File: src/rtl/fqs_pkg.sv
// Types, constants and helpers for the queue-with-search block.
// No dependencies.
`timescale 1ns / 1ps

package fqs_pkg;

  localparam int QUEUE_DEPTH = 16;
  localparam int VALUE_BITS  = 32;
  localparam int IDX_BITS    = $clog2(QUEUE_DEPTH);
  localparam int CNT_BITS    = $clog2(QUEUE_DEPTH + 1);

  typedef logic [IDX_BITS-1:0] idx_t;
  typedef logic [CNT_BITS-1:0] cnt_t;

  typedef enum logic [1:0] {
    MODE_ENQ    = 2'd0,
    MODE_DEQ    = 2'd1,
    MODE_SEARCH = 2'd2,
    MODE_NOP    = 2'd3
  } mode_t;

  typedef enum logic [1:0] {
    ST_DONE  = 2'd0,
    ST_EMPTY = 2'd1,
    ST_FULL  = 2'd2
  } status_t;

  typedef enum logic [1:0] {
    S_IDLE,
    S_FETCH,
    S_SEARCH
  } state_t;

  typedef struct packed {
    mode_t              mode;
    logic signed [31:0] value;
  } fqs_req_t;

  typedef struct packed {
    status_t            status;
    logic               found;
    logic [4:0]         position;
    logic signed [31:0] front_value;
    logic signed [31:0] rear_value;
    logic               is_empty;
    logic [4:0]         occupancy;
  } fqs_rsp_t;

  function automatic idx_t fqs_wrap(input idx_t idx);
    return (idx == IDX_BITS'(QUEUE_DEPTH - 1)) ? '0 : idx + 1'b1;
  endfunction

  // Build a result; front and rear read as zero on an empty queue.
  function automatic fqs_rsp_t fqs_report(input status_t status,
                                          input logic found,
                                          input cnt_t position,
                                          input logic signed [VALUE_BITS-1:0] front,
                                          input logic signed [VALUE_BITS-1:0] rear,
                                          input cnt_t count);
    fqs_rsp_t r;
    r.status      = status;
    r.found       = found;
    r.position    = position[4:0];
    r.front_value = (count == '0) ? '0 : front[31:0];
    r.rear_value  = (count == '0) ? '0 : rear[31:0];
    r.is_empty    = (count == '0);
    r.occupancy   = count[4:0];
    return r;
  endfunction

endpackage

File: src/rtl/fifo_queue_with_search_core.sv
// Top level of the bounded queue with search.
// Depends on fqs_pkg and fqs_store.
`timescale 1ns / 1ps

// Usage:
//   A request (mode, value) is taken at a clock edge where start is high and
//   busy is low. Each request yields exactly one result on the result port,
//   shown for one cycle with done high; the receiver cannot hold it off.
//   Enqueue, mode 3, and any request refused as full or empty report from
//   the idle state, and a new request is taken in that same done cycle; a
//   dequeue that leaves entries behind reports from the fetch state, once
//   the new front is read back; a search reports from the search state once
//   it finds a match or has scanned the last entry, scanning 1 to 16 entries.
//   The entries sit in a single memory with one read port and registered
//   read data; the search walks that port one entry per cycle from the
//   front. Front and rear values are held in registers beside the memory.
//   Reset clears head, tail, count and the control state; the queue starts
//   empty and memory contents are never read before they are written.
//   An enqueue writes at the edge it is accepted and later reads come at a
//   later edge, so no bypass is needed around the memory.
module fifo_queue_with_search_core
  import fqs_pkg::*;
(
  input  logic     clk,
  input  logic     rst,
  input  logic     start,
  output logic     busy,
  input  fqs_req_t request,
  output logic     done,
  output fqs_rsp_t result
);

  state_t state, state_next;

  idx_t head, tail, srch_ptr, srch_idx;
  cnt_t count;
  logic signed [VALUE_BITS-1:0] front_q, rear_q, value_q, value_in;
  logic signed [VALUE_BITS-1:0] rd_data;
  idx_t rd_addr;
  logic accept, wr_en, match, last;
  logic is_full, is_zero;

  assign value_in = VALUE_BITS'(request.value);
  assign is_full  = (count == CNT_BITS'(QUEUE_DEPTH));
  assign is_zero  = (count == '0);
  assign match    = (rd_data == value_q);
  assign last     = (({1'b0, srch_idx} + CNT_BITS'(1)) == count);
  assign wr_en    = accept && (request.mode == MODE_ENQ) && !is_full;

  fqs_store u_store (
    .clk     (clk),
    .wr_en   (wr_en),
    .wr_addr (tail),
    .wr_data (value_in),
    .rd_addr (rd_addr),
    .rd_data (rd_data)
  );

  always_ff @(posedge clk) begin
    if (rst) begin
      state <= S_IDLE;
    end else begin
      state <= state_next;
    end
  end

  always_comb begin
    state_next = state;
    busy       = (state != S_IDLE);
    accept     = start && (state == S_IDLE);
    rd_addr    = srch_ptr;
    case (state)
      S_IDLE: begin
        if (request.mode == MODE_DEQ) begin
          rd_addr = fqs_wrap(head);
        end else begin
          rd_addr = head;
        end
        if (accept) begin
          if (request.mode == MODE_DEQ && count > CNT_BITS'(1)) begin
            state_next = S_FETCH;
          end else if (request.mode == MODE_SEARCH && !is_zero) begin
            state_next = S_SEARCH;
          end
        end
      end
      S_FETCH: begin
        state_next = S_IDLE;
      end
      S_SEARCH: begin
        if (match || last) begin
          state_next = S_IDLE;
        end
      end
      default: begin
        state_next = S_IDLE;
      end
    endcase
  end

  always_ff @(posedge clk) begin
    if (rst) begin
      head <= '0;
      tail <= '0;
      count <= '0;
      done <= 1'b0;
    end else begin
      done <= 1'b0;
      case (state)
        S_IDLE: begin
          if (accept) begin
            value_q <= value_in;
            case (request.mode)
              MODE_ENQ: begin
                done <= 1'b1;
                if (is_full) begin
                  result <= fqs_report(ST_FULL, 1'b0, '0, front_q, rear_q, count);
                end else begin
                  tail   <= fqs_wrap(tail);
                  count  <= count + 1'b1;
                  rear_q <= value_in;
                  if (is_zero) begin
                    front_q <= value_in;
                  end
                  result <= fqs_report(ST_DONE, 1'b0, '0,
                                       is_zero ? value_in : front_q,
                                       value_in, count + 1'b1);
                end
              end
              MODE_DEQ: begin
                if (is_zero) begin
                  done   <= 1'b1;
                  result <= fqs_report(ST_EMPTY, 1'b0, '0, front_q, rear_q, count);
                end else begin
                  head  <= fqs_wrap(head);
                  count <= count - 1'b1;
                  // last entry gone: report now, else wait for the new front
                  if (count == CNT_BITS'(1)) begin
                    done   <= 1'b1;
                    result <= fqs_report(ST_DONE, 1'b0, '0, front_q, rear_q, '0);
                  end
                end
              end
              MODE_SEARCH: begin
                if (is_zero) begin
                  done   <= 1'b1;
                  result <= fqs_report(ST_EMPTY, 1'b0, '0, front_q, rear_q, count);
                end else begin
                  srch_ptr <= fqs_wrap(head);
                  srch_idx <= '0;
                end
              end
              default: begin
                done   <= 1'b1;
                result <= fqs_report(ST_DONE, 1'b0, '0, front_q, rear_q, count);
              end
            endcase
          end
        end
        S_FETCH: begin
          front_q <= rd_data;
          done    <= 1'b1;
          result  <= fqs_report(ST_DONE, 1'b0, '0, rd_data, rear_q, count);
        end
        S_SEARCH: begin
          if (match) begin
            done   <= 1'b1;
            result <= fqs_report(ST_DONE, 1'b1, {1'b0, srch_idx} + CNT_BITS'(1),
                                 front_q, rear_q, count);
          end else if (last) begin
            done   <= 1'b1;
            result <= fqs_report(ST_DONE, 1'b0, '0, front_q, rear_q, count);
          end else begin
            // advance to the next entry; its read is already in flight
            srch_ptr <= fqs_wrap(srch_ptr);
            srch_idx <= srch_idx + 1'b1;
          end
        end
        default: begin
          done <= 1'b0;
        end
      endcase
    end
  end

endmodule

File: src/rtl/fqs_store.sv
// Entry store: one write port, one read port with registered read data.
// Depends on fqs_pkg.
`timescale 1ns / 1ps

module fqs_store
  import fqs_pkg::*;
(
  input  logic                         clk,
  input  logic                         wr_en,
  input  idx_t                         wr_addr,
  input  logic signed [VALUE_BITS-1:0] wr_data,
  input  idx_t                         rd_addr,
  output logic signed [VALUE_BITS-1:0] rd_data
);

  logic signed [VALUE_BITS-1:0] mem [QUEUE_DEPTH];

  always_ff @(posedge clk) begin
    if (wr_en) begin
      mem[wr_addr] <= wr_data;
    end
  end

  always_ff @(posedge clk) begin
    rd_data <= mem[rd_addr];
  end

endmodule

File: config.mk
export PLATFORM = sky130hd
export DESIGN_NAME = fifo_queue_with_search_core
export DESIGN_NICKNAME = d
export VERILOG_FILES = /design/src/rtl/fqs_pkg.sv /design/src/rtl/fifo_queue_with_search_core.sv /design/src/rtl/fqs_store.sv
export SDC_FILE = /design/constraint.sdc
export NUM_CORES = 1
export LEC_CHECK = 0
export ABC_AREA = 1
export ABC_CLOCK_PERIOD_IN_PS = 6400
export BUFFER_PORTS_ARGS = -buffer_cell sky130_fd_sc_hd__buf_2
export CAP_MARGIN = 20
export CORE_MARGIN = 5
export CORE_UTILIZATION = 40
export CTS_CLUSTER_SIZE = 8
export DETAILED_ROUTE_END_ITERATION = 12
export PLACE_DENSITY = 0.62
export SLEW_MARGIN = 20
export SYNTH_ARGS = -nofsm -noshare
export SYNTH_HDL_FRONTEND = slang
export SYNTH_HIERARCHICAL = 1
export SYNTH_SLANG_ARGS = --single-unit
File: constraint.sdc
create_clock -name clk -period 6.4 [get_ports clk]
set_input_delay 0.96 -clock clk [delete_from_list [all_inputs] [get_ports clk]]
set_output_delay 0.96 -clock clk [all_outputs]
set_load 0.02 [all_outputs]
==> impl_metrics.py, run 1 <==
metrics = {
    "floorplanning": {
        "core_area_um2": 81700,
        "io_pins": 117,
        "rows": 105,
        "chipWidth_um": 297,
        "dieArea_um2": 88000,
        "die_y_um": 297,
        "initial_core_util_pct": 40.2,
    },
    "finish": {
        "area_delta_synth_final_pct": 13.7,
        "final_nets": 3309,
        "fin_area_um2": 37400,
        "drive_above_1_share_pct": 11.0,
    },
    "global_routing": {
        "grt_start_max_net_pins": 153,
        "grtUsageTotal_pct": 20.4,
        "antenna_found_initial": 10,
        "gr-total-overflow": 0,
        "grt_pass1_vias": 21200,
        "grt_pass1_wl_um": 135000,
    },
    "power_and_ir_drop": {
        "p_sw_mw": 4.73,
        "powerDensity_nw_per_um2": 384,
        "power_leakage_nw": 15.2,
        "power_mw": 14.4,
        "ir_drop_uv": 276,
        "p_int_mw": 9.63,
        "pwr-share-comb_pct": 23.3,
        "netSwitchingFraction_pct": 33.0,
        "power_frac_seq_pct": 41.4,
        "clockPowerShare_pct": 35.3,
    },
    "min_path": {
        "worst_hold_path_type": "flip-flop to flip-flop",
    },
    "synth": {
        "syn_inst": 3152,
        "synth_seq_cells": 742,
        "syn_area_um2": 32900,
        "async_reset_ff_share_pct": 0,
        "synth_fp_nets": 3206,
        "synth.avg_cell_area_um2": 10.4,
        "synth_edf_count": 694,
        "synth_flop_cell": "edfxtp_1",
        "yosys_warnings": 6,
        "ys_seq_area_share_pct": 66.3,
        "synth.distinct_cells": 49,
    },
    "setup_path": {
        "cp_cell_sequence": "inv_1 -> ha_1 -> nand3_1 -> inv_2 -> nor3_2 -> nand3b_1 -> nor2_4 -> buf_4",
        "start_kind": "flip-flop",
        "crit_type": "flip-flop to flip-flop",
        "critPathTopFamily": "simple AND/OR/NAND/NOR gates",
        "cpMaxStageDelayCell": "nor2_4",
        "required_ns": 6.72,
        "critPathMaxFanout": 18,
        "cp-end-kind": "flip-flop",
        "cp_slowest_stage_delay_ns": 0.84,
        "critical_path_arrival_ns": 4.35,
        "cp_num_buf_inv": 3,
    },
    "drt": {
        "drt_wl_total_um": 91800,
        "ant_nets": 0,
        "dr_total_vias": 22700,
        "firstDrtPassIters": 6,
        "post-route-drc-count": 0,
        "via_per_inst": 5.13,
        "drt_iter0_markers": 2239,
        "routedWlPerCell_um": 20.8,
    },
    "clock_tree": {
        "clk_pin_slew_ns": 0.05,
        "cts_tree": "yes",
        "cts_made_buffers": 102,
        "cts_max_level": 3,
        "cts-root-buf": "clkbuf_16",
        "cts_sinks": 742,
        "clock_latency_ns": 0.67,
        "cts_setup_buffers": 0,
        "clk_path_buf_depth": 3,
        "cts_hold_buf": 0,
        "cts-resized-gates": 0,
    },
    "placed_design": {
        "hpwlAfterDp_um": 52300,
        "finalWeightedCongestion": 0.867,
        "post_dp_cell_area_um2": 34300,
        "io_buffers": 116,
    },
    "sta": {
        "finalMaxSlewViolations": 0,
        "fin_skew_ns": 0.0361,
        "relSlewSlack_pct": 26.0,
        "tns_ns": 0,
        "setup_violations": 0,
        "hold_viol": 0,
        "worstMarginPinSlew_ns": 1.11,
        "period_minus_slack_ns": 4.03,
        "rsz0062_at_grt": "false",
        "fmax_mhz": 248,
        "min_period_over_period_pct": 63.0,
    },
    "status": {
        "status": "completed",
    },
    "flow_run": {
        "maxCapViolCount": 0,
    },
}
-- layout by cell type (no fill, tap or decap), types with 3 or more instances in the layout --
master     synthesis  routed
a21oi_1           46      45
a22o_1             8       8
a31o_2            22      22
buf_2             62     116
buf_4             10      38
clkbuf_1          34      80
clkbuf_16          0     103
clkinv_16          0       4
dfxtp_1           48      48
diode_2            0       4
edfxtp_1         694     694
ha_1              17      17
inv_1            444     442
inv_2              7       7
nand2_1         1046    1046
nand3_1          404     404
nand3b_1           3       3
nand4_1            3       3
nor2_1            51      34
nor2_4             1      18
nor3_1             8       8
o211ai_2          25      25
o21ai_0           63      62
o21ai_1           19      19
o21ai_2           10      10
o22ai_1            9       9
xnor2_1           31      31
xor2_1             8       8
-- kinds of logic (layout without fill, tap and decap cells) --
family          after synthesis  after routing  share of synthesized area (%)
compound gates              216            216                           4.50
flops                       742            742                           66.3
buf+inv                     610            798                           8.15
fa+ha+maj                    17             17                          0.647
simple gates               1526           1526                           19.2
other cells                   0              4                              0
xor+xnor                     41             41                           1.14
-- area by class of cell --
class	count	area, um2
diodes	4	10.0
clock buffers	183	2880
clock inverters	6	145
fillers	7606	44400
inverters	453	1710
multi-input cells	1800	8570
flip-flops and latches	742	21800
well taps	1070	1340
repair buffers	156	906
-- cells in the mapped netlist (3+ instances only) --
master	count	share of area [%]
buf_4	10	0.23
buf_6	32	1.1
inv_2	7	0.080
buf_1	17	0.19
edfxtp_1	694	63
a31o_2	22	0.59
buf_2	62	0.94
clkbuf_1	34	0.39
nor2_1	51	0.58
o22ai_1	9	0.17
a21oi_1	46	0.70
nand4_1	3	0.057
nand2_1	1046	12
o211ai_2	25	0.95
nor3_1	8	0.12
o21ai_2	10	0.27
inv_1	444	5.1
ha_1	17	0.65
nand3b_1	3	0.069
nand3_2	3	0.091
o21ai_0	63	0.96
xor2_1	8	0.21
nand3_1	404	6.2
xnor2_1	31	0.83
a22o_1	8	0.21
o21ai_1	19	0.29
dfxtp_1	48	2.9
-- tightest hold or removal path, delay by kind of cell (launching register included) --
kind,cells,cell delay [ns]
compound gates,1,0.06
buf+inv,1,0.08
flops,1,0.33
-- registers in the layout, summed over array words and instances, names as in the netlist --
name             count
u_store/mem        512
result              78
front_q             32
rear_q              32
u_store/rd_data     32
value_q             32
count                5
head                 4
srch_idx             4
srch_ptr             4
tail                 4
state                2
done                 1
-- per-layer routing --
layer  routed length (um)  global-route usage (%)
met5                   20                       0
met4                 2850                    6.60
met3                 7080                    3.40
met2                42300                    32.3
met1                39500                    28.9
-- worst paths after layout --
path | startpoint | cells after the start | endpoint | slack, ns
worst max register to register | count[0] | 8 | u_store/mem[4][2] | 2.37
worst max-delay path | count[0] | 8 | u_store/mem[4][2] | 2.37
worst min register to register | head[3] | 2 | head[3] | 0.51
worst min-delay path | head[3] | 2 | head[3] | 0.51
-- stage by stage --
stage,std cells,hold WS [ns],setup WS [ns],util (%)
floorplan,3152,0.468,1.33,-
global route,4411,0.546,2.32,45.7
CTS,4410,0.504,2.48,45.7
finish,4414,0.509,2.37,45.7
detailed placement,4221,0.497,1.96,42.0
global placement,4221,0.498,2.03,42.0
-- power groups by stage --
stage               clock network, mW  registers, mW  logic, mW
CTS                              5.16           5.93       3.35
floorplan                           0           6.00       2.33
detailed placement                  0           6.03       3.34
finish                           5.06           5.95       3.35
global placement                    0           6.03       3.32
global route                     5.37           5.96       3.68
(Power assumes the default switching activity.)
==> run 2: changes to the inputs <==
--- a/config.mk
+++ b/config.mk
@@ -5,15 +5,15 @@
 export SDC_FILE = /design/constraint.sdc
 export NUM_CORES = 1
 export LEC_CHECK = 0
-export ABC_AREA = 1
-export ABC_CLOCK_PERIOD_IN_PS = 6400
+export ABC_AREA = 0
+export ABC_CLOCK_PERIOD_IN_PS = 3700
 export BUFFER_PORTS_ARGS = -buffer_cell sky130_fd_sc_hd__buf_2
 export CAP_MARGIN = 20
 export CORE_MARGIN = 5
 export CORE_UTILIZATION = 40
 export CTS_CLUSTER_SIZE = 8
 export DETAILED_ROUTE_END_ITERATION = 12
-export PLACE_DENSITY = 0.62
+export PLACE_DENSITY = 0.64
 export SLEW_MARGIN = 20
 export SYNTH_ARGS = -nofsm -noshare
 export SYNTH_HDL_FRONTEND = slang
==> constraint.sdc (replaced) <==
create_clock -name clk -period 3.7 [get_ports clk]
set_input_delay 0.555 -clock clk [delete_from_list [all_inputs] [get_ports clk]]
set_output_delay 0.555 -clock clk [all_outputs]
set_load 0.02 [all_outputs]
==> impl_metrics.py, run 2 <==
metrics = {
    "setup_path": {
        "r2r_cells": 9,
        "cp_cell_sequence": "inv_1 -> ha_1 -> and4bb_4 -> nor2_1 -> nand3_1 -> inv_1 -> nand3_1 -> nor2_4 -> buf_12",
        "cp_slowest_stage_delay_ns": 0.57,
        "crit_type": "flip-flop to flip-flop",
        "cpMaxStageDelayCell": "nor2_4",
        "r2r-end": "u_store/mem[15][0]",
        "required_ns": 4.03,
        "r2r-start": "count[1]",
        "critPathMaxFanout": 14,
        "crit_end": "u_store/mem[15][0]",
        "worstSetupStartpoint": "count[1]",
        "r2r_setup_slack_ns": 0.32,
        "cp-end-kind": "flip-flop",
        "start_kind": "flip-flop",
        "critical_path_arrival_ns": 3.71,
    },
    "status": {
        "status": "completed",
    },
    "clock_tree": {
        "clk_path_buf_depth": 3,
        "cts_setup_buffers": 0,
        "clk_pin_slew_ns": 0.06,
        "cts_max_level": 3,
        "cts_sinks": 742,
        "cts-resized-gates": 0,
        "cts_hold_buf": 0,
        "cts-root-buf": "clkbuf_16",
        "clock_latency_ns": 0.66,
        "cts_tree": "yes",
        "cts_made_buffers": 102,
    },
    "floorplanning": {
        "core_area_um2": 72700,
        "chipWidth_um": 280,
        "die_y_um": 280,
        "dieArea_um2": 78600,
        "io_pins": 117,
        "initial_core_util_pct": 40.2,
        "rows": 99,
    },
    "sta": {
        "min_period_over_period_pct": 91.4,
        "fin_skew_ns": 0.0428,
        "fin_ws_ns": 0.320,
        "tns_ns": 0,
        "setup_violations": 0,
        "hold_viol": 0,
        "fmax_mhz": 296,
        "finalMaxSlewViolations": 0,
        "worstMarginPinSlew_ns": 0.939,
        "period_minus_slack_ns": 3.38,
        "rsz0062_at_grt": "false",
        "relSlewSlack_pct": 37.3,
    },
    "placed_design": {
        "finalWeightedCongestion": 0.815,
        "place_inst": 2625,
        "hpwlAfterDp_um": 42200,
        "io_buffers": 116,
        "place_ws_ns": 0.382,
        "post_dp_cell_area_um2": 31600,
    },
    "synth": {
        "synth_area_leaders": "edfxtp_1 (71%), mux4_2 (9.9%), a22oi_1 (3.3%), dfxtp_1 (3.3%), nand2_1 (1.3%)",
        "synth_top_area_share_pct": 71.3,
        "synth_edf_count": 694,
        "syn_inst": 1586,
        "async_reset_ff_share_pct": 0,
        "synth_flop_cell": "edfxtp_1",
        "ys_seq_area_share_pct": 74.6,
        "synth_seq_cells": 742,
        "synth_top_area_cell": "edfxtp_1",
        "yosys-top-cells-count": "edfxtp_1 (694), a22oi_1 (129), mux4_2 (128)",
        "syn_area_um2": 29200,
        "synth.avg_cell_area_um2": 18.4,
        "synth_fp_nets": 1640,
        "synth.distinct_cells": 58,
        "yosys_warnings": 6,
        "synth_most_common_cell": "edfxtp_1",
    },
    "drt": {
        "dr_wl_met2_um": 32400,
        "drt_wl_total_um": 69300,
        "post-route-drc-count": 0,
        "firstDrtPassIters": 5,
        "via_per_inst": 5.61,
        "dr.max_layer_used": "met4",
        "dr_total_vias": 15800,
        "route.met3.wl_um": 5060,
        "ant_nets": 0,
        "routedWlPerCell_um": 24.6,
        "met1_length_um": 30000,
        "drt_iter0_markers": 1652,
    },
    "power_and_ir_drop": {
        "powerDensity_nw_per_um2": 592,
        "power_leakage_nw": 11.2,
        "ir_drop_uv": 351,
    },
    "flow_run": {
        "maxCapViolCount": 0,
    },
    "global_routing": {
        "grt_pass1_vias": 16000,
        "grtUsageTotal_pct": 17.5,
        "grt_pass1_wl_um": 104000,
        "grt_start_max_net_pins": 99,
        "antenna_found_initial": 3,
        "gr-total-overflow": 0,
    },
    "finish": {
        "instances_no_fill": 2821,
        "largest-register": "u_store/mem",
        "final_common_cell": "edfxtp_1",
        "layout_common_cells": "edfxtp_1 (694), a22oi_1 (129), mux4_2 (128)",
        "reg_top3": "u_store/mem: 512 flops, result: 78 flops",
        "fin_util_pct": 47.6,
        "fin_area_um2": 34600,
        "largest_reg_flops": 512,
        "drive_above_1_share_pct": 24.3,
        "final_nets": 1824,
        "area_delta_synth_final_pct": 18.3,
    },
    "min_path": {
        "min_path_cells": 1,
        "worst_hold_path_type": "primary input to flip-flop",
    },
}
==> run 2: logic make-up (layout without fill, tap and decap cells) <==
family | after synthesis | after routing | share of synthesized area (%)
compound gates | 294 | 294 | 7.11
xor+xnor | 49 | 49 | 1.57
fa+ha+maj | 17 | 17 | 0.727
buf+inv | 111 | 383 | 1.76
flops | 742 | 742 | 74.6
mux | 166 | 166 | 11.2
other cells | 0 | 4 | 0
simple gates | 207 | 207 | 3.12
==> run 2: metal layers <==
| layer | global-route usage [%] | vias to the layer above |
|---|---|---|
| met1 | 25.2 | 8230 |
| met5 | 0 | - |
| met3 | 3.67 | 119 |
| met4 | 5.76 | 0 |
| met2 | 26.9 | 590 |
| li1 | - | 6886 |
==> run 2: final cells by class <==
type	count	area, um2
diodes	4	10.0
repair buffers	177	1360
fillers	5974	38100
clock inverters	6	131
flip-flops and latches	742	21800
inverters	14	52.6
multi-input cells	733	7160
clock buffers	186	2870
well taps	959	1200
==> run 2: per-stage QoR <==
stage	hold slack (ns)	power, mW
floorplan	0.501	11.2
global placement	0.519	12.0
detailed placement	0.518	12.0
CTS	0.314	20.7
global route	0.341	21.2
finish	0.345	20.5
==> run 2: report_power, final <==
group	switching (mW)	internal, mW
Combinational	1.25	0.859
Clock	3.41	5.19
Sequential	0.270	9.49
==> run 2: how the worst min path moves through the flow <==
stage                start     endpoint  slack [ns]
2_1_floorplan      head[1]      head[1]        0.50
3_3_place_gp     rear_q[9]   result[15]        0.52
3_5_place_dp     rear_q[0]    result[6]        0.52
4_1_cts        request[33]   result[76]        0.31
5_1_grt        request[12]  value_q[12]        0.34
6_report        request[1]    rear_q[1]        0.34
==> run 2: critical path, delay by kind of cell, from the launching register on <==
| kind | cells | cell delay [ns] |
|---|---|---|
| and+or+nand+nor | 5 | 1.66 |
| DFF | 1 | 0.51 |
| buffers and inverters | 3 | 0.61 |
| adders and majority gates | 1 | 0.28 |
==> run 3: changes to the inputs <==
--- a/config.mk
+++ b/config.mk
@@ -11,6 +11,7 @@
 export CAP_MARGIN = 20
 export CORE_MARGIN = 5
 export CORE_UTILIZATION = 40
+export CTS_BUF_LIST = sky130_fd_sc_hd__clkbuf_16
 export CTS_CLUSTER_SIZE = 8
 export DETAILED_ROUTE_END_ITERATION = 12
 export PLACE_DENSITY = 0.64
==> impl_metrics.py, run 3 (synthesis gave the netlist of run 2 again) <==
metrics = {
    "sta": {
        "fmax_mhz": 298,
        "relSlewSlack_pct": 37.6,
        "setup_violations": 0,
        "period_minus_slack_ns": 3.36,
        "hold_viol": 0,
        "fin_skew_ns": 0.0420,
        "min_period_over_period_pct": 90.8,
        "finalMaxSlewViolations": 0,
        "rsz0062_at_grt": "false",
        "hold_ws_ns": 0.347,
        "worstMarginPinSlew_ns": 0.933,
        "tns_ns": 0,
    },
    "drt": {
        "dr_total_vias": 15900,
        "drt_iter0_markers": 1613,
        "firstDrtPassIters": 5,
        "dr.max_layer_used": "met4",
        "dr_wl_met2_um": 32200,
        "drt_wl_total_um": 69300,
        "met1_length_um": 30000,
        "routedWlPerCell_um": 24.6,
        "via_per_inst": 5.63,
        "post-route-drc-count": 0,
        "route.met3.wl_um": 5230,
        "ant_nets": 0,
    },
    "setup_path": {
        "required_ns": 4.03,
        "cp-end-kind": "flip-flop",
        "crit_type": "flip-flop to flip-flop",
        "start_kind": "flip-flop",
        "critPathMaxFanout": 14,
        "critical_path_arrival_ns": 3.69,
    },
    "finish": {
        "final_common_cell": "edfxtp_1",
        "largest-register": "u_store/mem",
        "largest_reg_flops": 512,
        "final_nets": 1824,
        "drive_above_1_share_pct": 24.3,
        "fin_util_pct": 47.6,
        "reg_top3": "u_store/mem: 512 flops, result: 78 flops",
        "area_delta_synth_final_pct": 18.3,
        "layout_common_cells": "edfxtp_1 (694), a22oi_1 (129), mux4_2 (128)",
    },
    "clock_tree": {
        "cts_sinks": 742,
        "cts-root-buf": "clkbuf_16",
        "cts_made_buffers": 102,
        "cts_tree": "yes",
        "clk_path_buf_depth": 3,
        "clk_pin_slew_ns": 0.06,
        "cts_hold_buf": 0,
        "cts_setup_buffers": 0,
        "clock_latency_ns": 0.66,
        "cts-resized-gates": 0,
        "cts_max_level": 3,
    },
    "floorplanning": {
        "rows": 99,
        "die_y_um": 280,
        "core_area_um2": 72700,
        "dieArea_um2": 78600,
        "chipWidth_um": 280,
        "initial_core_util_pct": 40.2,
        "io_pins": 117,
    },
    "power_and_ir_drop": {
        "power_leakage_nw": 11.6,
        "power_mw": 20.3,
        "powerDensity_nw_per_um2": 586,
        "ir_drop_uv": 348,
    },
    "placed_design": {
        "io_buffers": 116,
        "finalWeightedCongestion": 0.815,
        "hpwlAfterDp_um": 42200,
    },
    "status": {
        "status": "completed",
    },
    "global_routing": {
        "grt_pass1_vias": 16000,
        "antenna_found_initial": 3,
        "grt_pass1_wl_um": 104000,
        "grtUsageTotal_pct": 17.5,
        "gr-total-overflow": 0,
        "grt_start_max_net_pins": 99,
    },
    "flow_run": {
        "maxCapViolCount": 0,
    },
    "min_path": {
        "worst_hold_path_type": "primary input to flip-flop",
    },
}
run 3: cell count changes in the layout (fill, tap and decap cells not counted), sizes merged:
cell,change
clkbuf,-84
inv,+84
diode,-2
run 3: power breakdown:
group | switching [mW] | total (mW) | internal [mW]
Clock | 3.43 | 8.39 | 4.96
Combinational | 1.25 | 2.11 | 0.858
Sequential | 0.271 | 9.76 | 9.49
run 3: path summary, 6_finish.rpt:
| kind | depth (start not counted) | slack [ns] | startpoint | endpoint |
|---|---|---|---|---|
| setup reg to reg | 9 | 0.34 | count[1] | u_store/mem[15][0] |
| setup / recovery | 9 | 0.34 | count[1] | u_store/mem[15][0] |
| hold reg to reg | 1 | 0.52 | rear_q[0] | result[6] |
| hold / removal | 3 | 0.35 | request[33] | result[76] |
run 3: cell type report:
class | instances | area, um2
timing repair buffer | 177 | 1360
fill | 5976 | 38100
clock buffer | 102 | 2550
sequential | 742 | 21800
tap | 959 | 1200
clock inverter | 90 | 447
multi-input combinational | 733 | 7160
antenna | 2 | 5.00
inverter | 14 | 52.6
run 3: per-stage QoR:
stage,cell area [um2],std cells,setup slack (ns)
after global routing,34600,2817,0.178
after CTS,34600,2817,0.383
after floorplan,29300,1586,-0.217
after detailed placement,31600,2625,0.382
after global placement,31600,2625,0.488
final,34600,2819,0.340
run 3: critical path, stage by stage (launching register included):
cell	delay (ns)
dfxtp_1	0.50
inv_1	0.15
ha_1	0.28
and4bb_4	0.27
nor2_1	0.27
nand3_1	0.19
inv_1	0.23
nand3_1	0.36
nor2_4	0.57
buf_12	0.23
run 3: per-layer routing:
metal  GRT usage, %  vias up
met2           26.9      626
met1           25.2     8246
li1               -     6880
met5              0        -
met4           5.76        0
met3           3.69      121
